File: src/rtl/bc_pkg.sv
`default_nettype none

package bc_pkg;

   localparam int COEF_W     = 16;
   localparam int RAW_W      = 24;
   localparam int TEMP_W     = 19;
   localparam int PRES_W     = 24;
   localparam int DT_W       = RAW_W + 1;
   localparam int TPROD_W    = DT_W + COEF_W + 1;
   localparam int A_W        = 18;
   localparam int B_W        = A_W + 1;
   localparam int SQ_W       = 35;
   localparam int OFF_W      = 41;
   localparam int OFF_CORR_W = OFF_W - 1;
   localparam int SENS_W     = 39;
   localparam int SENS_CORR_W = SENS_W - 1;
   localparam int SLO_W      = 20;
   localparam int SHI_W      = SENS_W - SLO_W;
   localparam int LO_W       = RAW_W + SLO_W;
   localparam int HI_W       = RAW_W + 1 + SHI_W;
   localparam int MUL_W      = 64;
   localparam int PQ_W       = MUL_W - 21;
   localparam int DIFF_W     = PQ_W + 1;
   localparam int PFULL_W    = DIFF_W - 15;

   localparam int CSR_ADDR_W = 5;
   localparam int CSR_DATA_W = 32;

   localparam logic signed [TEMP_W-1:0] TEMP_BASE  = 19'sd2000;
   localparam logic signed [B_W-1:0]    COLD_SHIFT = 19'sd3500;

   localparam int OFF_SQ_GAIN    = 61;
   localparam int SENS_SQ_GAIN   = 29;
   localparam int OFF_COLD_GAIN  = 17;
   localparam int SENS_COLD_GAIN = 9;
   localparam int CORR_SHIFT     = 4;

   localparam logic signed [PRES_W-1:0] PRES_MAX = 24'sh7FFFFF;
   localparam logic signed [PRES_W-1:0] PRES_MIN = 24'sh800000;

   typedef enum logic [2:0] {
      REG_SENS        = 3'd0,
      REG_OFFSET      = 3'd1,
      REG_SENS_TEMP   = 3'd2,
      REG_OFFSET_TEMP = 3'd3,
      REG_REF_TEMP    = 3'd4,
      REG_TEMP_SLOPE  = 3'd5
   } reg_index_type;

   typedef struct packed {
      logic [COEF_W-1:0] sens;
      logic [COEF_W-1:0] offset;
      logic [COEF_W-1:0] sens_temp;
      logic [COEF_W-1:0] offset_temp;
      logic [COEF_W-1:0] ref_temp;
      logic [COEF_W-1:0] temp_slope;
   } coef_type;

   typedef struct packed {
      logic                       valid;
      logic [RAW_W-1:0]           pressure_raw;
      logic signed [TEMP_W-1:0]   temperature;
      logic signed [OFF_W-1:0]    offset;
      logic signed [SENS_W-1:0]   sens;
   } terms_type;

   typedef struct packed {
      logic                       valid;
      logic signed [TEMP_W-1:0]   temperature;
      logic signed [PRES_W-1:0]   pressure;
      logic                       clipped;
   } result_type;

endpackage

`default_nettype wire

File: src/rtl/bc_press.sv
`default_nettype none

module bc_press (
   input  wire logic          clock,
   input  wire logic          reset,
   input  wire logic          en,
   input  bc_pkg::terms_type  terms,
   output bc_pkg::result_type result
);
   import bc_pkg::*;

   // stage 7: partial products of D1 * SENS
   logic                      v7_ff;
   logic signed [TEMP_W-1:0]  temp_7_ff;
   logic signed [OFF_W-1:0]   off_7_ff;
   logic [LO_W-1:0]           lo_7_ff, lo_7_in;
   logic signed [HI_W-1:0]    hi_7_ff, hi_7_in;

   // stage 8: full product, floor shift by 21
   logic                      v8_ff;
   logic signed [TEMP_W-1:0]  temp_8_ff;
   logic signed [OFF_W-1:0]   off_8_ff;
   logic signed [MUL_W-1:0]   prod;
   logic signed [PQ_W-1:0]    pq_8_ff, pq_8_in;

   // stage 9: subtract offset, shift, saturate
   result_type                r9_ff, r9_in;
   logic signed [DIFF_W-1:0]  diff;
   logic signed [PFULL_W-1:0] pfull;
   logic                      fits;

   assign lo_7_in = LO_W'(terms.pressure_raw) * LO_W'(terms.sens[SLO_W-1:0]);
   assign hi_7_in = HI_W'($signed({1'b0, terms.pressure_raw}))
                  * HI_W'($signed(terms.sens[SENS_W-1:SLO_W]));

   assign prod    = (MUL_W'(hi_7_ff) <<< SLO_W) + $signed(MUL_W'(lo_7_ff));
   assign pq_8_in = $signed(prod[MUL_W-1:MUL_W-PQ_W]);

   always_comb begin
      diff  = DIFF_W'(pq_8_ff) - DIFF_W'(off_8_ff);
      pfull = $signed(diff[DIFF_W-1:DIFF_W-PFULL_W]);
      fits  = (pfull[PFULL_W-1:PRES_W-1] == '0) || (pfull[PFULL_W-1:PRES_W-1] == '1);
      r9_in.valid       = v8_ff;
      r9_in.temperature = temp_8_ff;
      r9_in.clipped     = !fits;
      if (fits) begin
         r9_in.pressure = pfull[PRES_W-1:0];
      end else if (pfull[PFULL_W-1]) begin
         r9_in.pressure = PRES_MIN;
      end else begin
         r9_in.pressure = PRES_MAX;
      end
   end

   assign result = r9_ff;

   always_ff @(posedge clock) begin
      if (reset) begin
         v7_ff       <= 1'b0;
         v8_ff       <= 1'b0;
         r9_ff.valid <= 1'b0;
      end else if (en) begin
         v7_ff       <= terms.valid;
         v8_ff       <= v7_ff;
         r9_ff.valid <= r9_in.valid;
      end
   end

   always_ff @(posedge clock) begin
      if (en) begin
         temp_7_ff <= terms.temperature;
         off_7_ff  <= terms.offset;
         lo_7_ff   <= lo_7_in;
         hi_7_ff   <= hi_7_in;

         temp_8_ff <= temp_7_ff;
         off_8_ff  <= off_7_ff;
         pq_8_ff   <= pq_8_in;

         r9_ff.temperature <= r9_in.temperature;
         r9_ff.pressure    <= r9_in.pressure;
         r9_ff.clipped     <= r9_in.clipped;
      end
   end

endmodule

`default_nettype wire

File: config.mk
export PLATFORM = sky130hd
export DESIGN_NAME = bc_press
export DESIGN_NICKNAME = d
export VERILOG_FILES = /design/src/rtl/bc_pkg.sv /design/src/rtl/bc_press.sv
export SDC_FILE = /design/constraint.sdc
export NUM_CORES = 2
export LEC_CHECK = 0
export BUFFER_PORTS_ARGS = -buffer_cell sky130_fd_sc_hd__buf_2
export CORE_MARGIN = 3
export CORE_UTILIZATION = 30
export DETAILED_ROUTE_END_ITERATION = 16
export SLEW_MARGIN = 20
export SYNTH_ARGS = -nofsm -noshare
export SYNTH_HDL_FRONTEND = slang
export SYNTH_SLANG_ARGS = --single-unit
File: constraint.sdc
create_clock -name clock -period 9.76 [get_ports clock]
set_input_delay 1.952 -clock clock [delete_from_list [all_inputs] [get_ports clock]]
set_output_delay 1.952 -clock clock [all_outputs]
set_load 0.02 [all_outputs]
======== Word-level counts from Yosys, hierarchy flattened ========
Cells that the tools add are included.
Widths: inputs -> output; s select.
cells by class
  multiplexer cells ....................... 2
  multiply operators ...................... 2
  reduce and logical (&&, ||, !) cells .... 3
  add/sub/neg operators ................... 2
  eq/ne operators ......................... 1
operator list
  cell                number
  $add 64x45->64      1
  $mux 24             2
  $mul 24x20->44      1
  $mul 25x19->44      1
  $sub 43x41->44      1
  $eq 6x6->1 const B  1
  $logic_not 6->1     1
  $logic_not 1->1     1
  $logic_or 1x1->1    1
storage, ports and cells
  input bits .............................. 127
  bits in registers ....................... 298
  output and inout port bits .............. 45

======== Logic depth before layout (Yosys ltp) ========
  depth after elaboration ................. 4
  gate-level depth with buffers ........... 28
  mapped depth without buffers ............ 26

======== Worst setup path after synthesis ========
No wires, ideal clock.
  path kind ............................... input -> register
  start point ............................. input terms[107] in the netlist's numbering
  end point ............................... register hi_7_ff[41], data pin
  path buffers ............................ 2
  arrival time ............................ 8.357 ns
  path slack .............................. 1.141 ns
  library setup time ...................... 0.262 ns
  stages on the path ...................... 21
  cell sequence ........................... clkbuf_1 -> clkbuf_1 -> nand2_1 -> fa_1 -> inv_1 -> fa_1 -> fa_1 -> fa_1 -> fa_1 -> fa_1 -> fa_1 -> ha_1 -> a21o_1 -> a221o_1 -> o2111ai_1 -> a31oi_1 -> a31o_2 -> a2111o_1 -> a31oi_1 -> o21ai_1 -> xor2_1
on the way
  cells in the longest elaborated chain, start to end .. 1
ends and longest elaborated chain
  element               RTL line        text
  from (decl)           bc_press.sv:7   input bc_pkg::terms_type terms,
  $mul 25x19->44        bc_press.sv:34  * HI_W'($signed(terms.sens[SENS_W-1:SLO_W]));
  via hi_7_in[41]       bc_press.sv:17  logic signed [HI_W-1:0] hi_7_ff, hi_7_in;
  to (signal assigned)  bc_press.sv:74  hi_7_ff <= hi_7_in;
  to (decl)             bc_press.sv:17
The timed path passes the listed nets, and every way through them passes these cells.
A chain may end at the register's enable or synchronous reset.

======== Worst setup path in the final report ========
Same ends and word-level chain as after synthesis.

==> impl_metrics.json <==
{
  "status": "finished, final reports clean",
  "cts_resized": 0,
  "final-hold-violation-count": 0,
  "setup_viol_count_final": 0,
  "die_h_um": 381,
  "dp_hpwl_um": 85100,
  "routedWlPerCell_um": 17.2,
  "max_stage_delay_ns": 0.66,
  "cts_tree": "yes",
  "antenna_found_initial": 30,
  "critPathCaptureType": "register",
  "nets": 5554,
  "io_buffers": 171,
  "ioPinCount": 172,
  "seq_area_um2": 8320,
  "place.gp.congestion": 0.853,
  "fill_cells": 14300,
  "critPathKind": "input port to register",
  "cts_setup_buffers": 0,
  "crit_slowest_cell": "buf_2",
  "ctsHoldBuffers": 0,
  "vias": 28400,
  "cts.sinks": 278,
  "path_common_cell": "fa_1",
  "fin_area_um2": 46200,
  "yosysTopAreaCell": "fa_1",
  "overflow": 0,
  "relSlewSlack_pct": 28.3,
  "crit_buf_inv": 2,
  "finalWirelength_um": 107000,
  "die_w_um": 381,
  "grt_usage_pct": 14.9,
  "synthTopCellsByArea": "fa_1, edfxtp_1, ha_1",
  "drive_above_1_share_pct": 6.98,
  "synthDominantCellAreaShare_pct": 36.2,
  "core_area_um2": 140000,
  "drc": 0,
  "async_flop_share_pct": 0,
  "synth.distinct_cells": 74,
  "viasPerCell": 4.58,
  "syn_to_final_growth_pct": 9.26,
  "synth.avg_cell_area_um2": 10.0,
  "worstPathRequired_ns": 10.07,
  "drv_slew": 0,
  "drtIter0Drc": 1509,
  "syn_nets": 5491,
  "critPathTopFamily": "adder cells",
  "fin_crit_ns": 8.73,
  "row_count": 137,
  "path_cells": "buf_2 > nand2_1 > fa_1 > inv_1 > fa_1 > fa_1 > fa_1 > fa_1 > fa_1 > fa_1 > ha_1 > a21o_1 > a221o_1 > o2111ai_1 > a31oi_1 > a31o_2 > a2111o_1 > a31oi_1 > o21ai_1 > xor2_1",
  "cts.clk_slew.worst_paths_ns": 0.06,
  "firstDrtPassIters": 5,
  "grt_pass1_vias": 30900,
  "rsz0062_at_grt": "no",
  "start_util_pct": 30.3,
  "syn-instance-count": 4210,
  "clock_path_buffers": 3,
  "numCtsBuffers": 30,
  "synth-main-ff-cell": "edfxtp_1",
  "fin_crit_sh_pct": 89.5,
  "fin_skew_ns": 0.0172,
  "root_buffer": "clkbuf_16",
  "drv_cap": 0,
  "synth_seq_area_share_pct": 19.7,
  "synth_edf_count": 275,
  "die_area_um2": 145000,
  "crit_fanout": 35,
  "grt_pass1_wl_um": 173000,
  "clock.fmax_mhz": 115,
  "yosysWarnings": 0,
  "synth_area_um2": 42300,
  "h-tree-depth": 1,
  "placed_cell_area_um2": 45200,
  "insertion_delay_ns": 0.57,
  "multi_input_area_um2": 29900,
  "hold_class": "register to register",
  "fin_tns_setup_ns": 0,
  "whs_ns": 0.418,
  "synth-seq-cells": 278,
  "crit_path_start_kind": "input port",
  "tightest_slew_ns": 1.05,
  "grt_max_degree": 145,
  "crit_arrival_ns": 9.05,
  "drtAntennaViolNets": 0
}
-- per-layer routing --
metal | share of wire [%] | global-route usage (%) | routed length [µm] | up-vias
li1 | - | - | - | 13100
met4 | 2.2 | 3.09 | 2300 | 16
met2 | 46 | 24.6 | 49300 | 748
met1 | 44 | 20.0 | 47000 | 14400
met5 | 0.10 | 0 | 106 | -
met3 | 7.3 | 3.20 | 7810 | 144
-- Yosys cell counts (4+ instances only) --
| cell | count |
|---|---|
| edfxtp_1 | 275 |
| a31oi_1 | 16 |
| a21o_1 | 71 |
| o21ai_0 | 43 |
| buf_1 | 6 |
| a2111oi_0 | 4 |
| inv_1 | 881 |
| buf_2 | 4 |
| o31a_1 | 4 |
| o21ai_1 | 7 |
| nand3_1 | 23 |
| nor3_1 | 15 |
| xnor2_1 | 83 |
| or2_2 | 4 |
| nor2_1 | 82 |
| mux2i_1 | 5 |
| and2_1 | 467 |
| nand2b_1 | 23 |
| xor2_1 | 46 |
| ha_1 | 389 |
| nand2_1 | 509 |
| a21oi_1 | 92 |
| nand4_1 | 31 |
| and3_1 | 13 |
| and4_1 | 6 |
| clkbuf_1 | 180 |
| a211oi_1 | 28 |
| o21bai_1 | 17 |
| fa_1 | 765 |
| o21a_1 | 15 |
| nor2b_1 | 32 |
-- worst paths after layout --
| check | from | end | slack [ns] | depth (start not counted) |
|---|---|---|---|---|
| worst max register to register | pq_8_ff[26]$_DFFE_PP_ | result[11]$_DFFE_PP_ | 5.63 | 12 |
| worst min register to register | off_7_ff[33]$_DFFE_PP_ | off_8_ff[33]$_DFFE_PP_ | 0.42 | 0 |
| worst min-delay path | off_7_ff[33]$_DFFE_PP_ | off_8_ff[33]$_DFFE_PP_ | 0.42 | 0 |
| worst max-delay path | terms[107] | hi_7_ff[41]$_DFFE_PP_ | 1.03 | 20 |
-- metrics by stage --
stage | worst slack [ns] | util, % | cells
2_1_floorplan | 1.14 | - | 4210
3_3_place_gp | 0.482 | 32.3 | 6117
3_5_place_dp | 0.462 | 32.3 | 6117
4_1_cts | 1.07 | 33.0 | 6171
5_1_grt | 0.738 | 33.0 | 6174
6_report | 1.03 | 33.1 | 6186
-- cells in the final DEF, fill, tap and decap left out, types with 71 or more instances in the layout --
cell	count
a21o_1	71
a21oi_1	92
and2_1	467
buf_2	170
edfxtp_1	275
fa_1	765
ha_1	389
inv_1	881
nand2_1	509
nor2_1	82
xnor2_1	83
-- layout make-up --
cell class,count,share of cell area (%)
multi-input cells,2856,64.7
flip-flops and latches,278,18.0
inverters,881,7.16
well taps,1876,5.08
repair buffers,226,2.82
clock buffers,31,1.63
clock inverters,23,0.515
diodes,15,0.0813
-- registers in the layout, summed over array words and instances (netlist names) --
register / count
result: 45
hi_7_ff: 44
pq_8_ff: 43
off_7_ff: 41
off_8_ff: 41
lo_7_ff: 24
temp_7_ff: 19
temp_8_ff: 19
v7_ff: 1
v8_ff: 1
-- cells by family after synthesis --
kind of cell             share of synthesized area [%]
AO/OA/AOI/OAI                                     5.64
XOR/XNOR                                          2.67
adder cells (fa/ha/maj)                           47.7
buffers and inverters                             9.64
flip-flops                                        19.7
multiplexers                                     0.118
AND/OR/NAND/NOR                                   14.5
Power is not shown: default switching activity piles up to over one toggle a cycle in this logic, so the estimate is an artifact.
