**src/rtl/bc_pkg.sv**
```systemverilog
`default_nettype none

package bc_pkg;

   localparam int COEF_W     = 16;
   localparam int RAW_W      = 24;
   localparam int TEMP_W     = 19;
   localparam int PRES_W     = 24;
   localparam int DT_W       = RAW_W + 1;
   localparam int TPROD_W    = DT_W + COEF_W + 1;
   localparam int A_W        = 18;
   localparam int B_W        = A_W + 1;
   localparam int SQ_W       = 35;
   localparam int OFF_W      = 41;
   localparam int OFF_CORR_W = OFF_W - 1;
   localparam int SENS_W     = 39;
   localparam int SENS_CORR_W = SENS_W - 1;
   localparam int SLO_W      = 20;
   localparam int SHI_W      = SENS_W - SLO_W;
   localparam int LO_W       = RAW_W + SLO_W;
   localparam int HI_W       = RAW_W + 1 + SHI_W;
   localparam int MUL_W      = 64;
   localparam int PQ_W       = MUL_W - 21;
   localparam int DIFF_W     = PQ_W + 1;
   localparam int PFULL_W    = DIFF_W - 15;

   localparam int CSR_ADDR_W = 5;
   localparam int CSR_DATA_W = 32;

   localparam logic signed [TEMP_W-1:0] TEMP_BASE  = 19'sd2000;
   localparam logic signed [B_W-1:0]    COLD_SHIFT = 19'sd3500;

   localparam int OFF_SQ_GAIN    = 61;
   localparam int SENS_SQ_GAIN   = 29;
   localparam int OFF_COLD_GAIN  = 17;
   localparam int SENS_COLD_GAIN = 9;
   localparam int CORR_SHIFT     = 4;

   localparam logic signed [PRES_W-1:0] PRES_MAX = 24'sh7FFFFF;
   localparam logic signed [PRES_W-1:0] PRES_MIN = 24'sh800000;

   typedef enum logic [2:0] {
      REG_SENS        = 3'd0,
      REG_OFFSET      = 3'd1,
      REG_SENS_TEMP   = 3'd2,
      REG_OFFSET_TEMP = 3'd3,
      REG_REF_TEMP    = 3'd4,
      REG_TEMP_SLOPE  = 3'd5
   } reg_index_type;

   typedef struct packed {
      logic [COEF_W-1:0] sens;
      logic [COEF_W-1:0] offset;
      logic [COEF_W-1:0] sens_temp;
      logic [COEF_W-1:0] offset_temp;
      logic [COEF_W-1:0] ref_temp;
      logic [COEF_W-1:0] temp_slope;
   } coef_type;

   typedef struct packed {
      logic                       valid;
      logic [RAW_W-1:0]           pressure_raw;
      logic signed [TEMP_W-1:0]   temperature;
      logic signed [OFF_W-1:0]    offset;
      logic signed [SENS_W-1:0]   sens;
   } terms_type;

   typedef struct packed {
      logic                       valid;
      logic signed [TEMP_W-1:0]   temperature;
      logic signed [PRES_W-1:0]   pressure;
      logic                       clipped;
   } result_type;

endpackage

`default_nettype wire

```
**src/rtl/bc_csr.sv**
```systemverilog
`default_nettype none

module bc_csr (
   input  wire logic                             clock,
   input  wire logic                             reset,
   input  wire logic                             psel,
   input  wire logic                             penable,
   input  wire logic                             pwrite,
   input  wire logic [bc_pkg::CSR_ADDR_W-1:0]    paddr,
   input  wire logic [bc_pkg::CSR_DATA_W-1:0]    pwdata,
   output logic [bc_pkg::CSR_DATA_W-1:0]         prdata,
   output logic                                  pready,
   output bc_pkg::coef_type                      coef
);
   import bc_pkg::*;

   coef_type      coef_ff, coef_in;
   reg_index_type index;
   logic          wr_en;
   logic [COEF_W-1:0] wr_val;

   assign index  = reg_index_type'(paddr[CSR_ADDR_W-1:2]);
   assign pready = 1'b1;
   assign wr_en  = psel & penable & pwrite & pready;
   assign wr_val = pwdata[COEF_W-1:0];
   assign coef   = coef_ff;

   always_comb begin
      coef_in = coef_ff;
      if (wr_en) begin
         case (index)
            REG_SENS:        coef_in.sens        = wr_val;
            REG_OFFSET:      coef_in.offset      = wr_val;
            REG_SENS_TEMP:   coef_in.sens_temp   = wr_val;
            REG_OFFSET_TEMP: coef_in.offset_temp = wr_val;
            REG_REF_TEMP:    coef_in.ref_temp    = wr_val;
            REG_TEMP_SLOPE:  coef_in.temp_slope  = wr_val;
            default:         coef_in = coef_ff;
         endcase
      end
   end

   always_comb begin
      case (index)
         REG_SENS:        prdata = CSR_DATA_W'(coef_ff.sens);
         REG_OFFSET:      prdata = CSR_DATA_W'(coef_ff.offset);
         REG_SENS_TEMP:   prdata = CSR_DATA_W'(coef_ff.sens_temp);
         REG_OFFSET_TEMP: prdata = CSR_DATA_W'(coef_ff.offset_temp);
         REG_REF_TEMP:    prdata = CSR_DATA_W'(coef_ff.ref_temp);
         REG_TEMP_SLOPE:  prdata = CSR_DATA_W'(coef_ff.temp_slope);
         default:         prdata = '0;
      endcase
   end

   always_ff @(posedge clock) begin
      if (reset) begin
         coef_ff <= '0;
      end else begin
         coef_ff <= coef_in;
      end
   end

endmodule

`default_nettype wire

```
**config.mk**
```make
export PLATFORM = sky130hd
export DESIGN_NAME = bc_csr
export DESIGN_NICKNAME = d
export VERILOG_FILES = /design/src/rtl/bc_pkg.sv /design/src/rtl/bc_csr.sv
export SDC_FILE = /design/constraint.sdc
export NUM_CORES = 1
export LEC_CHECK = 0
export ABC_AREA = 0
export BUFFER_PORTS_ARGS = -buffer_cell sky130_fd_sc_hd__buf_4
export CAP_MARGIN = 20
export CORE_ASPECT_RATIO = 0.9
export CORE_MARGIN = 3
export CORE_UTILIZATION = 40
export CTS_BUF_LIST = sky130_fd_sc_hd__clkbuf_4 sky130_fd_sc_hd__clkbuf_8 sky130_fd_sc_hd__clkbuf_16
export DETAILED_ROUTE_END_ITERATION = 8
export GPL_TIMING_DRIVEN = 0
export PLACE_DENSITY_LB_ADDON = 0.2
export SETUP_SLACK_MARGIN = 0.2
export SYNTH_ARGS = -nofsm -noshare
export SYNTH_HDL_FRONTEND = slang
export SYNTH_SLANG_ARGS = --single-unit
```
**constraint.sdc**
```tcl
create_clock -name clock -period 4.4 [get_ports clock]
set_clock_uncertainty 0.15 [all_clocks]
set_input_delay 0.66 -clock clock [delete_from_list [all_inputs] [get_ports clock]]
set_output_delay 0.66 -clock clock [all_outputs]
set_load 0.01 [all_outputs]
```
== After elaboration in Yosys (flattened, before gate mapping) ==
Index checks and enable logic that the tools add are counted.
W data, S select, Z words.
Cells by class
  $add $sub $neg: 0
  multiply operators: 0
  div/mod/pow operators: 0
  order comparisons: 0
  eq/ne operators: 5
  shift-type cells: 0
  mux-type cells: 1
  bitwise operators: 2
  reductions and logical operators: 7
Operators by type and width (number)
  $pmux W16 S6: 1
  $reduce_and A2 Y1: 6
  $eq A3 B2 Y1 const B: 2
  $eq A3 B3 Y1 const B: 2
  $eq A3 B1 Y1 const B: 1
  $logic_not A3 Y1: 1
  $and A1 B1 Y1: 2
Storage, ports and cells
  register bits after elaboration: 96
  bits in latches: 0
  RAM bits: 0
  ROM bits: 0
  bits of input ports: 42
  output and inout port bits: 129
  logic and storage cells: 21
  memories: 0

== Depth between registers and ports, before layout ==
Gate-level depths: netlist of the first run.
  depth in word-level cells: 3
  gate-level depth with buffers: 6
  gate-level depth less buffers: 3

== Worst setup path before layout of the first run ==
Ideal clock, no wire load.
  path kind: input port to output port
  start: in paddr[4] (netlist bit)
  end: out prdata[10] (netlist bit)
  arrival time: 1664 ps
  data required time: 3590 ps
  path slack: 1926 ps
  stages: 5
  path buffers: 2
  path through: buf_4 -> buf_2 -> nor2b_1 -> a22oi_1 -> a21oi_1
On the way
  longest elaborated chain between the ends: 2
  elaborated cells between the ends (all ways): 7
  those cells by class: eq/ne: 5; mux: 1; reduce/logical: 1
RTL lines
  from (decl): line bc_csr.sv:9  | input wire logic [bc_pkg::CSR_ADDR_W-1:0] paddr,
  $eq A3 B3 Y1 (tied with other cells): line bc_csr.sv:44  | case (index)
  $pmux W16 S6 *: line bc_csr.sv:44
  to (decl): line bc_csr.sv:11  | output logic [bc_pkg::CSR_DATA_W-1:0] prdata,
Mark *: on every way between the ends. The rest lies on a longest branch, timed or not.

== Worst setup path in the final report of the first run ==
  start: in paddr[2] (netlist bit)
  end: out prdata[14] (netlist bit)
The elaborated chain is that of the path after synthesis.

==> summary.txt, run 1 <==
Die
  – FP Rows: 37
  – Die Area: between 0.01 and 0.015 mm^2
  – Core Area: around 0.011 mm^2
  – Starting Density: 0.413
  – Die width: 121 um
  – Die Ht: around 110 um
  – Boundary Pins: 171

Yosys
  – Mapped Area: 0.00474 mm^2
  – Post-synthesis cell count: approximately 470
  – Synth area leader: dfxtp_1
  – Register bit total from synthesis: 96
  – Top post-synthesis cells by area: dfxtp_1, mux2i_1, nand2b_1
  – Top cell type's share of synthesized area: 0.405
  – Register area share after synthesis: 0.405
  – Netlist cell types: 31
  – Ys Warns: 0
  – Syn_area_per_cell: between 10 and 15 um^2

Layout
  – Fin nets: 674
  – Most frequent cells in the layout: buf_4, nand2b_1, dfxtp_1, mux2i_1, mux2_2
  – Synth-to-layout area growth: 32.6%
  – Diode count: 0
  – Max FFs per register: 96
  – Commonest non-fill, non-tap cell in the layout: buf_4
  – Share of layout cells above drive strength 1: 0.347

Detailed routing
  – DRT Pass-1 Iters: 5
  – DRC: 0
  – Avg WL per Cell: ~20 um
  – Post-route antenna net violation count: 0
  – Drt via density: 5.19
  – Total number of vias: between 4k and 5k
  – DRT Wirelength: roughly 16 mm
  – Drt initial violations: 239

Clocking
  – Root Buffer: clkbuf_16
  – Setup repair bufs after CTS: 0
  – Skew-Pair Late Insertion Delay: roughly 340 ps
  – Post-CTS resize count: 0
  – CTS Buffer Depth: 2
  – Reg clk slew, reported paths: approximately 70 ps
  – H-tree levels: 3
  – CTS Buf Count: 9
  – Hold_buf cts: 0
  – Sink Count: between 90 and 100
  – CTS tree: yes

Setup path
  – Cell family with most CP delay: buffers and inverters
  – Critical R2R Capture: coef[76]
  – Path depth of the worst reg2reg path: 2
  – Worst Path Max Fanout: 10
  – CP required: 3590 ps
  – Crit Path Class: primary input to primary output
  – Crit. End Element: primary output
  – Most used cell along the critical path: buf_4
  – Worst path slowest cell: nor3b_2
  – Critical path cell sequence: buf_4 -> buf_4 -> buf_2 -> nor3b_2 -> a22oi_1 -> o21ai_0 -> buf_4
  – Worst path max stage delay: around 590 ps
  – WP data arrival: ~2300 ps
  – Worst R2R Setup Slack: around 3500 ps
  – Startpoint types: primary input
  – WP buf/inv: 4
  – RR Startpoint: coef[76]

Outcome
  – Outcome: finished clean

Placement
  – I/O Buffers: 133
  – GP Congestion: between 0.8 and 0.9
  – Placed wire-length estimate: about 11 mm
  – Post-place setup slack: about 1300 ps

Hold path
  – Hold path start: coef[27]
  – Min-delay worst type: register to register
  – Hold Path Stages: 2
  – Hold EP: coef[27]

Power and ir drop
  – Total power: about 1.9 mW
  – Pwr dens: just under 300 mW/mm^2
  – Pleak: between 3 and 4 nW
  – VDD IR max: between 0.15 and 0.2 mV

Global routing
  – Grt ovf: 0
  – Largest net degree at the start of global routing: 15
  – Initial antenna violation count: 0
  – Vias in the first global route: slightly above 4k
  – First-pass GRT wire length: roughly 24 mm
  – Total global-route track usage: 0.240

Timing
  – Final hold violation count: 0
  – Worst Tran Pin Value: ~740 ps
  – Tmin final: approximately 3200 ps
  – Setup violators final: 0
  – Slew Limit Fails: 0
  – Fmax: between 300 and 400 MHz
  – Final WS setup: 1250 ps
  – Final Cycle Share: 0.716
  – RSZ-0062 raised after global routing: no
  – Slew headroom: 0.507
  – Setup TNS: 0 ps

Job
  – Max-Cap Viols: 0
==> cells by family (layout without fill, tap and decap cells) <==
group                  after synthesis  in the layout  share of synthesized area
DFF                                 96             96                      0.405
and+or+nand+nor                    133            133                      0.175
buffers and inverters               55            203                     0.0723
AOI/OAI and AO/OA                   71             71                     0.0932
muxes                              116            116                      0.253
other                                2             17                    0.00158
==> stage by stage <==
step                      utilization  area, um^2  hold WS (ps)  instances
after global routing            0.548        6290           369        792
after CTS                       0.548        6290           347        792
after detailed placement        0.522        5990           338        777
after floorplan                     -        4800           355        488
final                           0.548        6290           346        792
after global placement          0.522        5990           330        777
==> cell type report <==
cell class / instances / area, um^2
clock buffers: 12 / 254
clock inverters: 3 / 42.5
multi-input cells: 337 / 2530
well taps: 156 / 195
fillers: 1072 / 5190
repair buffers: 133 / 998
flip-flops and latches: 96 / 1920
plain buffers: 54 / 339
inverters: 1 / 3.75
==> cells in the mapped netlist <==
master and number:
mux2i_1 87, and4_1 1, buf_1 1, a32oi_1 7, and2_1 1, nor2_1 1, clkbuf_1 16, o21ai_0 25
nor2b_1 4, o211ai_1 3, nand2_2 4, a22oi_1 14, conb_1 2, nand4b_4 1, buf_2 9, nand2_1 3
mux2_2 29, nor3_1 2, nand3_1 16, buf_12 1, a221oi_1 2, buf_6 2, a21oi_1 18, dfxtp_1 96
nand2b_1 97, and4b_1 1, nor3b_2 1, inv_2 1, a221o_1 2, buf_4 25, or3_1 1
==> layer usage <==
metal  up-vias  track usage  share of wire
li1       1943            -              -
met1      1975        0.314           0.44
met2       159        0.396           0.47
met3        32       0.0332          0.059
met4         0        0.105          0.028
met5         -            0              0
==> worst register-to-register path, cell delays in order, from the launching register on <==
cell and delay, ps:
dfxtp_1 400, o21ai_0 110, a21oi_1 160
==> worst max-delay path by stage <==
| stage | start | end | slack [ps] | cells after the start |
|---|---|---|---|---|
| floorplan | paddr[4] | prdata[10] | 1930 | 5 |
| global placement | paddr[2] | prdata[14] | 1310 | 7 |
| detailed placement | paddr[2] | prdata[14] | 1300 | 7 |
| CTS | paddr[2] | prdata[14] | 1290 | 7 |
| global route | paddr[2] | prdata[14] | 1200 | 7 |
| finish | paddr[2] | prdata[14] | 1250 | 7 |
==> power by group <==
group / internal, mW / leakage (nW) / total, mW / switching (mW)
logic: 0.0736 / 2.23 / 0.178 / 0.105
clock network: 0.465 / 0.145 / 0.800 / 0.334
registers: 0.875 / 0.774 / 0.881 / 0.00592
Note: power is estimated with default switching activity, not from simulation.
==> run 2, diff against run 1 <==
==> constraint.sdc (replaced) <==
create_clock -name clock -period 2.97 [get_ports clock]
set_clock_uncertainty 0.15 [all_clocks]
set_input_delay 0.4455 -clock clock [delete_from_list [all_inputs] [get_ports clock]]
set_output_delay 0.4455 -clock clock [all_outputs]
set_load 0.01 [all_outputs]
==> summary.txt, run 2 (synthesized netlist as in run 1, its figures left out) <==
Die
  – Die Area: 0.0132 mm^2 (unchanged)
  – Die Ht: 109 um (unchanged)
  – Die width: 121 um (unchanged)
  – Starting Density: 0.413 (unchanged)
  – FP Rows: 37 (unchanged)
  – Boundary Pins: 171 (unchanged)
  – Core Area: 0.0115 mm^2 (unchanged)

Clocking
  – CTS tree: yes
  – CTS Buf Count: 9 (unchanged)
  – Sink Count: 96 (unchanged)
  – Post-CTS resize count: 0 (unchanged)
  – Skew-Pair Late Insertion Delay: 340 ps (about the same)
  – Hold_buf cts: 0 (unchanged)
  – CTS Buffer Depth: 2 (unchanged)
  – Reg clk slew, reported paths: 70 ps (about the same)
  – H-tree levels: 3 (unchanged)
  – Root Buffer: clkbuf_16
  – Setup repair bufs after CTS: 0 (unchanged)

Detailed routing
  – Metal-1 WL: 7.17 mm (+1.8%)
  – DRC: 0 (unchanged)
  – Met3 wire length: 872 um (-7.8%)
  – Met2 Wirelength: 7.55 mm (-0.26%)
  – Post-route antenna net violation count: 0 (unchanged)
  – DRT Pass-1 Iters: 4 (-1)
  – DRT Wirelength: 16.0 mm (+0.13%)
  – Drt initial violations: 241 (+0.84%)
  – Drt via density: 5.24 (+0.92%)
  – Avg WL per Cell: 20.2 um (+0.13%)
  – Top sig layer: met4
  – Total number of vias: 4,147 (+0.92%)

Placement
  – I/O Buffers: 133 (unchanged)
  – Post-Place Cells: 777 (unchanged)
  – Post-place setup slack: 304 ps (-1000 ps)
  – Placed wire-length estimate: 11.3 mm (unchanged)
  – GP Congestion: 0.858 (unchanged)

Power and ir drop
  – Pwr dens: 439 mW/mm^2 (+48%)
  – Switching share of power: 0.241 (+0.00198)
  – Total power: 2.76 mW (+49%)
  – Pint: 2.10 mW (+48%)
  – Pleak: 3.15 nW (about the same)
  – Sequential power share: 0.472 (-0.002)
  – Combinational Power Share: 0.096 (about the same)
  – Clk pwr share: 0.431 (about the same)
  – Psw: 0.667 mW (+50%)
  – VDD IR max: 0.227 mV (+50%)

Timing
  – Setup violators final: 0 (unchanged)
  – Setup TNS: 0 ps (unchanged)
  – Final Cycle Share: 0.883
  – RSZ-0062 raised after global routing: no
  – WHS: 220 ps (-126 ps)
  – Worst Tran Pin Value: 731 ps (-8.37 ps)
  – Slew Limit Fails: 0 (unchanged)
  – Final hold violation count: 0 (unchanged)
  – Final WS setup: 346 ps (-901 ps)
  – Tmin final: between 2000 and 3000 ps
  – Slew headroom: 0.513 (+0.00558)
  – Fmax: around 380 MHz

Setup path
  – Worst path slowest cell: buf_2
  – Critical path cell sequence: buf_4 -> buf_4 -> buf_2 -> mux2_2 -> a22oi_1 -> o21ai_0 -> buf_4
  – Worst Path Max Fanout: 10 (unchanged)
  – WP buf/inv: 4 (unchanged)
  – Worst path max stage delay: 390 ps (-200 ps)
  – Crit Path Class: primary input to primary output
  – Startpoint types: primary input
  – Most used cell along the critical path: buf_4
  – Cell family with most CP delay: buffers and inverters
  – CP required: 2370 ps (-1220 ps)
  – WP data arrival: 2030 ps (-310 ps)
  – Crit. End Element: primary output

Global routing
  – Largest net degree at the start of global routing: 15 (unchanged)
  – First-pass GRT wire length: 23.8 mm (unchanged)
  – Grt ovf: 0 (unchanged)
  – Total global-route track usage: 0.240 (unchanged)
  – Vias in the first global route: 4,130 (unchanged)
  – Initial antenna violation count: 0 (unchanged)

Layout
  – Most frequent cells in the layout: buf_4, nand2b_1, dfxtp_1, mux2i_1, mux2_2
  – Max FFs per register: 96 (unchanged)
  – Post-route insts no fill: 792 (unchanged)
  – Commonest non-fill, non-tap cell in the layout: buf_4
  – Synth-to-layout area growth: 32.8% (about the same)
  – Share of layout cells above drive strength 1: 0.347 (unchanged)
  – Fin nets: 674 (unchanged)
  – Diode count: 0 (unchanged)

Hold path
  – Min-delay worst type: primary input to register

Outcome
  – Outcome: finished clean

Job
  – Max-Cap Viols: 0 (unchanged)
run 2: path summary, 6_finish.rpt:
check,startpoint,to,slack [ps],cells past startpoint
hold / removal,pwdata[5],coef[69],220,3
hold reg to reg,coef[27],coef[27],350,2
setup / recovery,paddr[2],prdata[4],350,7
setup reg to reg,coef[65],coef[65],2080,2
run 2: power by group through the flow:
stage               combinational [mW]  sequential (mW)  clock (mW)
CTS                              0.261             1.30        1.19
finish                           0.266             1.31        1.19
floorplan                        0.148             1.34           0
global placement                 0.258             1.33           0
global route                     0.280             1.31        1.23
detailed placement               0.260             1.33           0
run 2: final cells by class:
type                    instances  area, um^2
plain buffers                  54         339
clock buffers                  12         254
multi-input cells             337        2540
repair buffers                133         998
fillers                      1073        5190
flip-flops and latches         96        1920
well taps                     156         195
inverters                       1        3.75
clock inverters                 3        42.5
run 2: metrics by stage:
step,utilization,area (um^2)
2_1_floorplan,-,4800
3_3_place_gp,0.522,5990
3_5_place_dp,0.522,5990
4_1_cts,0.548,6290
5_1_grt,0.548,6290
6_report,0.548,6290
run 2: layer usage:
layer / track usage / up-vias
met5: 0 / -
met1: 0.314 / 2002
met4: 0.105 / 0
met3: 0.0332 / 31
met2: 0.396 / 166
li1: - / 1948
run 2: worst register-to-register path, cell delays in order, from the launching register on:
cell     delay (ps)
dfxtp_1         410
o21ai_0         110
a21oi_1         160
