File: src/rtl/bc_pkg.sv
`default_nettype none

package bc_pkg;

   localparam int COEF_W     = 16;
   localparam int RAW_W      = 24;
   localparam int TEMP_W     = 19;
   localparam int PRES_W     = 24;
   localparam int DT_W       = RAW_W + 1;
   localparam int TPROD_W    = DT_W + COEF_W + 1;
   localparam int A_W        = 18;
   localparam int B_W        = A_W + 1;
   localparam int SQ_W       = 35;
   localparam int OFF_W      = 41;
   localparam int OFF_CORR_W = OFF_W - 1;
   localparam int SENS_W     = 39;
   localparam int SENS_CORR_W = SENS_W - 1;
   localparam int SLO_W      = 20;
   localparam int SHI_W      = SENS_W - SLO_W;
   localparam int LO_W       = RAW_W + SLO_W;
   localparam int HI_W       = RAW_W + 1 + SHI_W;
   localparam int MUL_W      = 64;
   localparam int PQ_W       = MUL_W - 21;
   localparam int DIFF_W     = PQ_W + 1;
   localparam int PFULL_W    = DIFF_W - 15;

   localparam int CSR_ADDR_W = 5;
   localparam int CSR_DATA_W = 32;

   localparam logic signed [TEMP_W-1:0] TEMP_BASE  = 19'sd2000;
   localparam logic signed [B_W-1:0]    COLD_SHIFT = 19'sd3500;

   localparam int OFF_SQ_GAIN    = 61;
   localparam int SENS_SQ_GAIN   = 29;
   localparam int OFF_COLD_GAIN  = 17;
   localparam int SENS_COLD_GAIN = 9;
   localparam int CORR_SHIFT     = 4;

   localparam logic signed [PRES_W-1:0] PRES_MAX = 24'sh7FFFFF;
   localparam logic signed [PRES_W-1:0] PRES_MIN = 24'sh800000;

   typedef enum logic [2:0] {
      REG_SENS        = 3'd0,
      REG_OFFSET      = 3'd1,
      REG_SENS_TEMP   = 3'd2,
      REG_OFFSET_TEMP = 3'd3,
      REG_REF_TEMP    = 3'd4,
      REG_TEMP_SLOPE  = 3'd5
   } reg_index_type;

   typedef struct packed {
      logic [COEF_W-1:0] sens;
      logic [COEF_W-1:0] offset;
      logic [COEF_W-1:0] sens_temp;
      logic [COEF_W-1:0] offset_temp;
      logic [COEF_W-1:0] ref_temp;
      logic [COEF_W-1:0] temp_slope;
   } coef_type;

   typedef struct packed {
      logic                       valid;
      logic [RAW_W-1:0]           pressure_raw;
      logic signed [TEMP_W-1:0]   temperature;
      logic signed [OFF_W-1:0]    offset;
      logic signed [SENS_W-1:0]   sens;
   } terms_type;

   typedef struct packed {
      logic                       valid;
      logic signed [TEMP_W-1:0]   temperature;
      logic signed [PRES_W-1:0]   pressure;
      logic                       clipped;
   } result_type;

endpackage

`default_nettype wire

File: src/rtl/bc_skid.sv
`default_nettype none

module bc_skid (
   input  wire logic           clock,
   input  wire logic           reset,
   input  bc_pkg::result_type  in_result,
   output logic                en,
   output bc_pkg::result_type  out_result,
   input  wire logic           out_ready
);
   import bc_pkg::*;

   result_type out_ff, out_in;
   result_type skid_ff, skid_in;
   logic       take;

   assign en         = !skid_ff.valid;
   assign take       = out_ff.valid & out_ready;
   assign out_result = out_ff;

   always_comb begin
      out_in  = out_ff;
      skid_in = skid_ff;
      if (!out_ff.valid || take) begin
         if (skid_ff.valid) begin
            out_in        = skid_ff;
            skid_in.valid = 1'b0;
         end else begin
            out_in = in_result;
         end
      end else if (in_result.valid && en) begin
         skid_in = in_result;
      end
   end

   always_ff @(posedge clock) begin
      if (reset) begin
         out_ff.valid  <= 1'b0;
         skid_ff.valid <= 1'b0;
      end else begin
         out_ff.valid  <= out_in.valid;
         skid_ff.valid <= skid_in.valid;
      end
   end

   always_ff @(posedge clock) begin
      out_ff.temperature  <= out_in.temperature;
      out_ff.pressure     <= out_in.pressure;
      out_ff.clipped      <= out_in.clipped;
      skid_ff.temperature <= skid_in.temperature;
      skid_ff.pressure    <= skid_in.pressure;
      skid_ff.clipped     <= skid_in.clipped;
   end

endmodule

`default_nettype wire

File: config.mk
export PLATFORM = sky130hd
export DESIGN_NAME = bc_skid
export DESIGN_NICKNAME = d
export VERILOG_FILES = /design/src/rtl/bc_pkg.sv /design/src/rtl/bc_skid.sv
export SDC_FILE = /design/constraint.sdc
export NUM_CORES = 1
export LEC_CHECK = 0
export ABC_AREA = 0
export BUFFER_PORTS_ARGS = -buffer_cell sky130_fd_sc_hd__buf_2
export CAP_MARGIN = 5
export CORE_ASPECT_RATIO = 0.6
export CORE_UTILIZATION = 41
export CTS_CLUSTER_DIAMETER = 100
export DETAILED_ROUTE_END_ITERATION = 10
export GPL_TIMING_DRIVEN = 0
export MAX_ROUTING_LAYER = met4
export PLACE_DENSITY = 0.65
export SLEW_MARGIN = 10
export SYNTH_ARGS = -nofsm -noshare
export SYNTH_HDL_FRONTEND = slang
export SYNTH_SLANG_ARGS = --single-unit
File: constraint.sdc
create_clock -name clock -period 8.9 [get_ports clock]
set_clock_uncertainty 0.2 [all_clocks]
set_input_delay 0.89 -clock clock [delete_from_list [all_inputs] [get_ports clock]]
set_output_delay 0.89 -clock clock [all_outputs]
set_load 0.03 [all_outputs]
Yosys cells after proc, flatten, opt, wreduce, memory -nomap -nowiden
Cells that the tools add are included.

cells by class
  muxes and demuxes = 1
  bitwise gates (word level) = 2
  reduce and logical (&&, ||, !) cells = 6

operators with widths
  cell                 number
  $mux W45             1
  $logic_not A1 Y1     2
  $reduce_and A2 Y1    1
  $reduce_or A2 Y1     1
  $and A1 B1 Y1        1
  $logic_and A1 B1 Y1  1
  $logic_or A1 B1 Y1   1
  $not A1 Y1           1

storage, ports and cells
  bits in registers = 90
  input bits = 48
  output and inout port bits = 46
  logic and storage cells = 17

Longest topological paths before layout
Gate-level depths: netlist of run 1.

  depth in word-level cells = 4
  depth in mapped cells = 4
  depth with buffers taken out = 2

Worst setup path after synthesis of run 1
No wires, ideal clock.

  kind = input port to flip-flop
  from = input out_ready
  to = register skid_ff[0] (netlist name), enable pin
  library setup time = 0.509 ns
  arrival = 5.342 ns
  required time = 8.191 ns
  setup slack = 2.849 ns
  stages on the path = 2
  path buffers = 0
  path through = nand2b_1 nor3b_1

on the way
  longest elaborated chain between the ends = 4

RTL lines
  what                                line           text
  start: declaration                  bc_skid.sv:9   input wire logic out_ready
  $and A1 B1 Y1                       bc_skid.sv:18  assign take = out_ff.valid & out_ready;
  $logic_or A1 B1 Y1                  bc_skid.sv:24  if (!out_ff.valid || take) begin
  $not A1 Y1 (no source line)         n/a
  $reduce_and A2 Y1 (no source line)  n/a
  end: declaration                    bc_skid.sv:14  result_type skid_ff, skid_in;

No other way between the ends.
A chain may end at the register's enable or synchronous reset.

Final worst setup path of run 1
  from = input out_ready
  to = register skid_ff[16] (netlist name), enable pin

The elaborated chain is that of the path after synthesis.

==> reports/metrics.csv, run 1 <==
metric,value,unit
status,completed,
grt_pass1_vias,1654,
die_height,72.1,um
gr-usage-all-layers,0.143,
synth.distinct_cells,12,
numCtsBuffers,9,
yosysTopAreaCell,edfxtp_1,
hp-class,register to register,
antenna_cells,0,
cts_tree,done,
syn2layout_area_growth,28.7,%
maxSlewViolCount,0,
setup_violations,0,
cts_setup_buffers,0,
hold_viol,0,
gp_congestion,0.625,
max_clock_freq,344,MHz
relSlewSlack,0.546,
critPathArrivalTime,2.75,ns
start_util,0.425,
die_width,119,um
layout_min_cycle_time,2.91,ns
htreeDepth,3,
worstMarginPinSlew,0.681,ns
via_per_inst,4.54,
place_ws,5.55,ns
max-cap-violations,0,
syn_avg_cell_area,23.2,um^2
final_area,4330,um^2
dp_hpwl,3970,um
crit_path_start_kind,input port,
powerDensity,220,nW/um^2
routed_wl,5640,um
grt_max_degree,25,
io_pins,94,
fin_nets,302,
dieArea,8570,um^2
ir_drop,138,uV
numClockSinks,90,
layout-drive-gt1-share,0.629,
cts_buffer_depth,2,
syn_area,3360,um^2
first_pass_iters,4,
finalCritPeriodShare,0.327,
antenna_found_initial,0,
instances_no_fill,367,
numPortBuffers,93,
drt-wirelength-per-cell,15.4,um
synth_top_area_frac,0.786,
overflow,0,
layout_setup_ws,5.99,ns
ys_seq_elements,90,
worstPathMaxFanout,24,
drt_iter0_drc,103,
syn_inst,145,
root_buffer,clkbuf_16,
clk-insertion-delay-late,0.33,ns
critPathKind,input port to register,
grt_pass1_wl,8580,um
num_vias,1665,
cts_resized,0,
cp.required,8.74,ns
clkTransAtPathRegs,0.06,ns
place_inst,351,
yosysWarnings,0,
drc,0,
antenna_left,0,
synth_area_leaders,"edfxtp_1, mux2_4, mux2_2",
utilization,0.547,
place_area,4030,um^2
rsz0062_at_grt,false,
num_rows,25,
p_leak,0.00170,uW
synth_seq_area_share,0.798,
hold_buffers,0,
worst_setup_path_end_kind,register,
core-area,7910,um^2
syn_nets,193,
tns,0,ns
==> Yosys cell counts <==
cell / instances
mux2_2: 17
nor3_1: 1
dfxtp_1: 2
edfxtp_1: 88
buf_6: 4
nand2b_1: 1
mux2_4: 27
nor3b_1: 1
nor2_1: 1
buf_2: 1
a21oi_1: 1
inv_1: 1
==> power breakdown <==
part	internal (uW)	switching (uW)
clock network	216	151
logic	34.9	56.1
registers	489	5.09
==> metal layers <==
layer  vias to the layer above  GRT usage  wire (um)
li1                        794          -          -
met1                       802      0.182       2730
met2                        64      0.195       2350
met3                         5     0.0770        514
met4                         0     0.0464         46
met5                         -          -          0
==> state kept, by name, summed over array words and instances (netlist names) <==
| name | count |
|---|---|
| out_result | 45 |
| skid_ff | 45 |
==> layout by cell type (no fill, tap or decap) <==
master and count:
buf_6 5, clkinvlp_4 2, nor2_1 1, mux2_2 17, a21oi_1 1, nor3_1 1, clkinv_1 2, buf_16 1
buf_2 94, dfxtp_1 2, mux2_4 27, nor3b_2 1, edfxtp_1 88, inv_1 1, buf_4 3, clkbuf_16 9
clkinv_4 2, bufinv_16 1, nand2b_2 1
==> path summary, 6_finish.rpt <==
| check | from | slack, ns | cells after the start | to |
|---|---|---|---|---|
| worst max-delay path | out_ready | 5.99 | 6 | skid_ff[16]$_DFFE_PP_ |
| worst min-delay path | skid_ff[1]$_DFFE_PP_ | 0.34 | 1 | out_result[1]$_DFFE_PP_ |
| worst max register to register | out_result[44]$_SDFFE_PP0P_ | 6.42 | 5 | skid_ff[16]$_DFFE_PP_ |
| worst min register to register | skid_ff[1]$_DFFE_PP_ | 0.34 | 1 | out_result[1]$_DFFE_PP_ |
==> through the flow <==
| stage | hold slack (ns) | power (uW) |
|---|---|---|
| after floorplan | 0.323 | 561 |
| after global placement | 0.327 | 593 |
| after detailed placement | 0.335 | 596 |
| after CTS | 0.347 | 964 |
| after global routing | 0.357 | 987 |
| final | 0.344 | 953 |
==> critical path: stages <==
cell      delay [ns]
buf_2           0.09
nand2b_2        0.49
buf_16          0.34
nor3b_2         0.47
buf_4           0.29
buf_6           0.18
==> layout make-up <==
class,instances,area (um^2)
plain buffers,5,50.0
clock buffers,9,225
clock inverters,7,70.1
fillers,636,3590
inverters,1,3.75
multi-input cells,49,632
flip-flops and latches,90,2680
well taps,108,135
repair buffers,98,527
==> cells by family after synthesis <==
logic type,count (synthesis),synth area share
DFF,90,0.798
muxes,44,0.178
buffers and inverters,6,0.0160
and+or+nand+nor,4,0.00670
AOI/OAI and AO/OA,1,0.00149
Note: power is estimated with default switching activity, not from simulation.
==> run 2, diff against run 1 <==
==> constraint.sdc (replaced) <==
create_clock -name clock -period 2.81 [get_ports clock]
set_clock_uncertainty 0.2 [all_clocks]
set_input_delay 0.281 -clock clock [delete_from_list [all_inputs] [get_ports clock]]
set_output_delay 0.281 -clock clock [all_outputs]
set_load 0.03 [all_outputs]
==> run 2 against run 1 <==
  * Via count up 11%
  * Highest routed layer unchanged
  * Sequential share of layout area down 5.5 points
  * Largest cell class unchanged
  * Critical path depth down 3
  * Global-route usage up 1.1 points
  * First-iteration DRC count down 29%
  * Cell count up 11%
==> reports/metrics.csv, run 2 (synthesized netlist as in run 1, its figures left out) <==
metric,value,unit,change
status,completed,,unchanged
ir_drop,369,uV,was 138 uV
layout_setup_ws,0.540,ns,was 5.99 ns
crit_path_start_kind,register,,was input port
layout_min_cycle_time,2.27,ns,
multiInputGateArea,643,um^2,was 632 um^2
power,3050,uW,was 953 uW
critPathKind,register to register,,was input port to register
cts_buffer_depth,2,,unchanged
worst_setup_path_end_kind,register,,unchanged
r2r_slack,0.54,ns,was 6.42 ns
crit_path_cell_trace,nand2b_4 > nor3b_4 > buf_8,,was buf_2 > nand2b_2 > buf_16 > nor3b_2 > buf_4 > buf_6
hold_buffers,45,,was 0
finalCritPeriodShare,0.808,,
rsz0062_at_grt,false,,unchanged
root_buffer,clkbuf_16,,unchanged
hp-start,in_result[44],,was skid_ff[1]$_DFFE_PP_
hold_viol,0,,unchanged
layout_commonest_cell,buf_2,,unchanged
num_vias,1843,,was 1665
r2r_start,out_result[44]$_SDFFE_PP0P_,,unchanged
grt_pass1_vias,1866,,was 1654
grt_pass1_wl,9220,um,was 8580 um
cts_resized,0,,unchanged
worstPathMaxFanout,47,,was 24
core-area,7910,um^2,unchanged
syn2layout_area_growth,41.3,%,was 28.7%
drt_iter0_drc,73,,was 103
cp.required,2.64,ns,was 8.74 ns
die_height,72.1,um,unchanged
wl_met3,517,um,was 514 um
hp-class,input port to register,,was register to register
io_pins,94,,unchanged
via_per_inst,4.51,,was 4.54
antenna_found_initial,0,,unchanged
critPathArrivalTime,2.10,ns,was 2.75 ns
gr-usage-all-layers,0.155,,was 0.143
dieArea,8570,um^2,unchanged
layout-drive-gt1-share,0.525,,was 0.629
start_util,0.425,,unchanged
fin_nets,344,,was 302
place_inst,348,,was 351
antenna_cells,0,,unchanged
r2r-end,skid_ff[23]$_DFFE_PP_,,was skid_ff[16]$_DFFE_PP_
critPathMaxStageDelay,0.77,ns,was 0.49 ns
drt-wirelength-per-cell,14.8,um,was 15.4 um
dr_wl_met2,2680,um,was 2350 um
num_rows,25,,unchanged
clk-insertion-delay-late,0.33,ns,about the same
cts_tree,done,,unchanged
relSlewSlack,0.504,,was 0.546
numPortBuffers,93,,unchanged
instances_no_fill,409,,was 367
maxSlewViolCount,0,,unchanged
place_area,4010,um^2,was 4030 um^2
gp_congestion,0.652,,was 0.625
powerDensity,643,nW/um^2,was 220 nW/um^2
critPathSlowestCell,nor3b_4,,was nand2b_2
grt_max_degree,48,,was 25
worstMarginPinSlew,0.743,ns,was 0.681 ns
hold_end,out_result[44]$_SDFFE_PP0P_,,was out_result[1]$_DFFE_PP_
dp_hpwl,3780,um,was 3970 um
first_pass_iters,4,,unchanged
whs,0.0582,ns,was 0.344 ns
antenna_left,0,,unchanged
layout_common_cells,"buf_2, edfxtp_1, dlygate4sd3_1",,"was buf_2, edfxtp_1, mux2_4"
routed_wl,6060,um,was 5640 um
numClockSinks,90,,unchanged
max-cap-violations,0,,unchanged
numCtsBuffers,9,,unchanged
regArea,2680,um^2,unchanged
worst-r2r-cell-count,3,,was 5
overflow,0,,unchanged
wl_met1,2770,um,was 2730 um
cts_setup_buffers,0,,unchanged
final_area,4750,um^2,was 4330 um^2
max_clock_freq,441,MHz,
p_leak,0.00187,uW,was 0.00170 uW
routed.top_layer,met4,,unchanged
setup_violations,0,,unchanged
clkTransAtPathRegs,0.06,ns,about the same
place_ws,0.359,ns,was 5.55 ns
holdPathStages,3,,was 1
die_width,119,um,unchanged
drc,0,,unchanged
fill_cells,602,,was 636
htreeDepth,3,,unchanged
## run 2: changes by cell type in the layout (fill, tap and decap cells not counted), moves of 2 or more
cell / previous run / this run
dlygate4sd3_1: 0 / 45
buf_4: 3 / 0
clkbuf_1: 0 / 2
clkinv_4: 2 / 0
buf_8: 0 / 2
## run 2: final cells by class
type,count,area share
well taps,108,0.0285
plain buffers,5,0.0105
inverters,1,0.000791
clock inverters,5,0.0113
repair buffers,140,0.199
multi-input cells,49,0.135
flip-flops and latches,90,0.565
clock buffers,11,0.0490
## run 2: metal layers
metal | global-route usage | vias to the layer above
met1 | 0.184 | 886
met4 | 0.0591 | 0
met3 | 0.0747 | 7
met5 | - | -
li1 | - | 877
met2 | 0.229 | 73
## run 2: worst max path at each step
| stage | slack, ns | depth (start not counted) | end | startpoint |
|---|---|---|---|---|
| 2_1_floorplan | 0.04 | 2 | skid_ff[0]$_DFFE_PP_ | out_result[44]$_SDFFE_PP0P_ |
| 3_3_place_gp | -0.54 | 3 | skid_ff[10]$_DFFE_PP_ | out_ready |
| 3_5_place_dp | 0.36 | 4 | skid_ff[10]$_DFFE_PP_ | out_ready |
| 4_1_cts | 0.44 | 3 | skid_ff[23]$_DFFE_PP_ | out_result[44]$_SDFFE_PP0P_ |
| 5_1_grt | 0.36 | 3 | skid_ff[23]$_DFFE_PP_ | out_result[44]$_SDFFE_PP0P_ |
| 6_report | 0.54 | 3 | skid_ff[23]$_DFFE_PP_ | out_result[44]$_SDFFE_PP0P_ |
## run 2: power breakdown
| group | total [uW] | switching [uW] | leakage [uW] | internal [uW] |
|---|---|---|---|---|
| Sequential | 1570 | 16.8 | 0.000872 | 1550 |
| Clock | 1150 | 463 | 0.000135 | 686 |
| Combinational | 336 | 187 | 0.000860 | 149 |
| Total | 3050 | 667 | 0.00187 | 2380 |
## run 2: stage by stage
step	TNS, ns	util
after floorplan	0	-
after global placement	-23.77	0.503
after detailed placement	0	0.507
after CTS	0	0.600
after global routing	0	0.600
final	0	0.600
## run 2: worst max-delay path: cells and delay by family, from the launching register on
kind                   cells  cell delay [ns]
AND/OR/NAND/NOR            2             1.14
buffers and inverters      1             0.26
flip-flops                 1             0.36
==> run 3, diff against run 2 <==
--- a/config.mk
+++ b/config.mk
@@ -14,7 +14,7 @@
 export DETAILED_ROUTE_END_ITERATION = 10
 export GPL_TIMING_DRIVEN = 0
 export MAX_ROUTING_LAYER = met4
-export PLACE_DENSITY = 0.65
+export PLACE_DENSITY = 0.68
 export SLEW_MARGIN = 10
 export SYNTH_ARGS = -nofsm -noshare
 export SYNTH_HDL_FRONTEND = slang
==> constraint.sdc (replaced) <==
create_clock -name clock -period 1.91 [get_ports clock]
set_clock_uncertainty 0.2 [all_clocks]
set_input_delay 0.191 -clock clock [delete_from_list [all_inputs] [get_ports clock]]
set_output_delay 0.191 -clock clock [all_outputs]
set_load 0.03 [all_outputs]
==> run 3 against run 2 <==
  * Sequential power up 46%
  * Cell count increased by 1.7%
  * Largest power group unchanged
  * Design area up 1.5%
  * Worst hold slack better by 0.24 ns
==> reports/metrics.csv, run 3 (synthesized netlist as in run 1, its figures left out) <==
metric,value,unit,change
grt_pass1_wl,9570,um,was 9220 um
whs,0.301,ns,was 0.0582 ns
drt-wirelength-per-cell,14.9,um,was 14.8 um
crit_path_start_kind,register,,unchanged
cp.required,1.98,ns,was 2.64 ns
io_pins,94,,unchanged
worst_setup_path_end_kind,register,,unchanged
powerDensity,924,nW/um^2,was 643 nW/um^2
start_util,0.425,,unchanged
fin_nets,351,,was 344
die_height,72.1,um,unchanged
crit_top_cell,buf_6,,
layout_setup_ws,0.153,ns,was 0.540 ns
dr_wl_met2,2720,um,was 2680 um
setup_violations,0,,unchanged
numPortBuffers,93,,unchanged
place_ws,-0.541,ns,was 0.359 ns
clkTransAtPathRegs,0.06,ns,about the same
cp_top_family,buffers and inverters,,was simple AND/OR/NAND/NOR gates
antenna_found_initial,0,,unchanged
die_width,119,um,unchanged
hold_viol,0,,unchanged
core-area,7910,um^2,unchanged
wl_met3,610,um,was 517 um
gr-usage-all-layers,0.159,,was 0.155
first_pass_iters,4,,unchanged
syn2layout_area_growth,43.4,%,was 41.3%
wl_met1,2800,um,was 2770 um
hp-start,out_ready,,was in_result[44]
clk-insertion-delay-late,0.33,ns,about the same
maxSlewViolCount,0,,unchanged
p_leak,0.00191,uW,was 0.00187 uW
gp_congestion,0.677,,was 0.652
relSlewSlack,0.587,,was 0.504
layout_min_cycle_time,1.76,ns,was 2.27 ns
num_vias,1867,,was 1843
r2r_start,skid_ff[44]$_SDFFE_PP0P_,,was out_result[44]$_SDFFE_PP0P_
cp_num_buf_inv,3,,was 1
cts_buffer_depth,2,,unchanged
layout_common_cells,"buf_2, edfxtp_1, dlygate4sd3_1",,unchanged
max_clock_freq,569,MHz,was 441 MHz
overflow,0,,unchanged
dieArea,8570,um^2,unchanged
r2r_slack,0.15,ns,was 0.54 ns
layout-drive-gt1-share,0.539,,was 0.525
drt_iter0_drc,61,,was 73
routed_wl,6200,um,was 6060 um
critPathKind,register to register,,unchanged
htreeDepth,3,,unchanged
critPathSlowestCell,dlygate4sd3_1,,was nor3b_4
max-cap-violations,0,,unchanged
dp_hpwl,3820,um,was 3780 um
routed.top_layer,met4,,unchanged
drc,0,,unchanged
cts_tree,done,,unchanged
grt_max_degree,48,,unchanged
fill_cells,590,,was 602
root_buffer,clkbuf_16,,unchanged
crit_path_start,skid_ff[44]$_SDFFE_PP0P_,,was out_result[44]$_SDFFE_PP0P_
crit_path_cell_trace,buf_6 > buf_6 > nor2_1 > a21oi_1 > dlygate4sd3_1,,was nand2b_4 > nor3b_4 > buf_8
numClockSinks,90,,unchanged
tns,0,ns,unchanged
status,completed,,unchanged
num_rows,25,,unchanged
via_per_inst,4.49,,was 4.51
critPathArrivalTime,1.82,ns,was 2.10 ns
grt_pass1_vias,1907,,was 1866
rsz0062_at_grt,false,,unchanged
worstPathMaxFanout,10,,was 47
numCtsBuffers,9,,unchanged
layout_commonest_cell,buf_2,,unchanged
critPathMaxStageDelay,0.56,ns,was 0.77 ns
antenna_cells,0,,unchanged
ir_drop,592,uV,was 369 uV
antenna_left,0,,unchanged
worstMarginPinSlew,0.619,ns,was 0.743 ns
hp-class,input port to register,,unchanged
finalCritPeriodShare,0.920,,was 0.808
==> run 3: final cells by class <==
class                           instances  area [um^2]  share of cell area
Timing Repair Buffer                  146         1010               0.209
Multi-Input combinational cell         50          652               0.135
Clock buffer                           14          274              0.0569
Tap cell                              108          135              0.0280
Inverter                                1         3.75            0.000779
Clock inverter                          2         10.0             0.00208
Sequential cell                        90         2690               0.557
Buffer                                  5         50.0              0.0104
==> run 3: final timing paths <==
check,cells after the start,endpoint
setup reg to reg,5,out_result[44]$_SDFFE_PP0P_
hold reg to reg,1,out_result[4]$_DFFE_PP_
hold / removal,2,out_result[7]$_DFFE_PP_
setup / recovery,5,out_result[44]$_SDFFE_PP0P_
==> run 3: power breakdown <==
part / leakage (uW) / internal (uW) / switching [uW]
clock: 0.000143 / 984 / 656
sequential: 0.000873 / 2280 / 24.1
combinational: 0.000896 / 228 / 280
==> run 3: routing by layer <==
| layer | global-route usage | vias to the layer above |
|---|---|---|
| met5 | - | - |
| met4 | 0.0506 | 0 |
| met3 | 0.0810 | 7 |
| met2 | 0.231 | 72 |
| met1 | 0.194 | 895 |
| li1 | - | 893 |
==> run 3: through the flow <==
stage	area, um^2	util	total power, uW	instances
3_5_place_dp	4010	0.507	2770	348
3_3_place_gp	3980	0.503	2760	346
4_1_cts	4810	0.608	4500	415
2_1_floorplan	3380	-	2610	145
5_1_grt	4820	0.609	4620	416
6_report	4820	0.609	4450	416
==> run 3: worst reg2reg max path, delay by kind of cell, from the launching register on <==
kind	cells	cell delay [ns]
buf+inv	3	0.93
flops	1	0.35
compound gates	1	0.14
simple gates	1	0.08
==> run 3: timing repair <==
action,in CTS,in global routing
pin swaps,1,0
hold endpoints to repair,90,0
endpoints found under the setup margin,44,41
hold buffers,47,0
gates cloned,0,1
buffers inserted,4,0
resized for setup,0,0
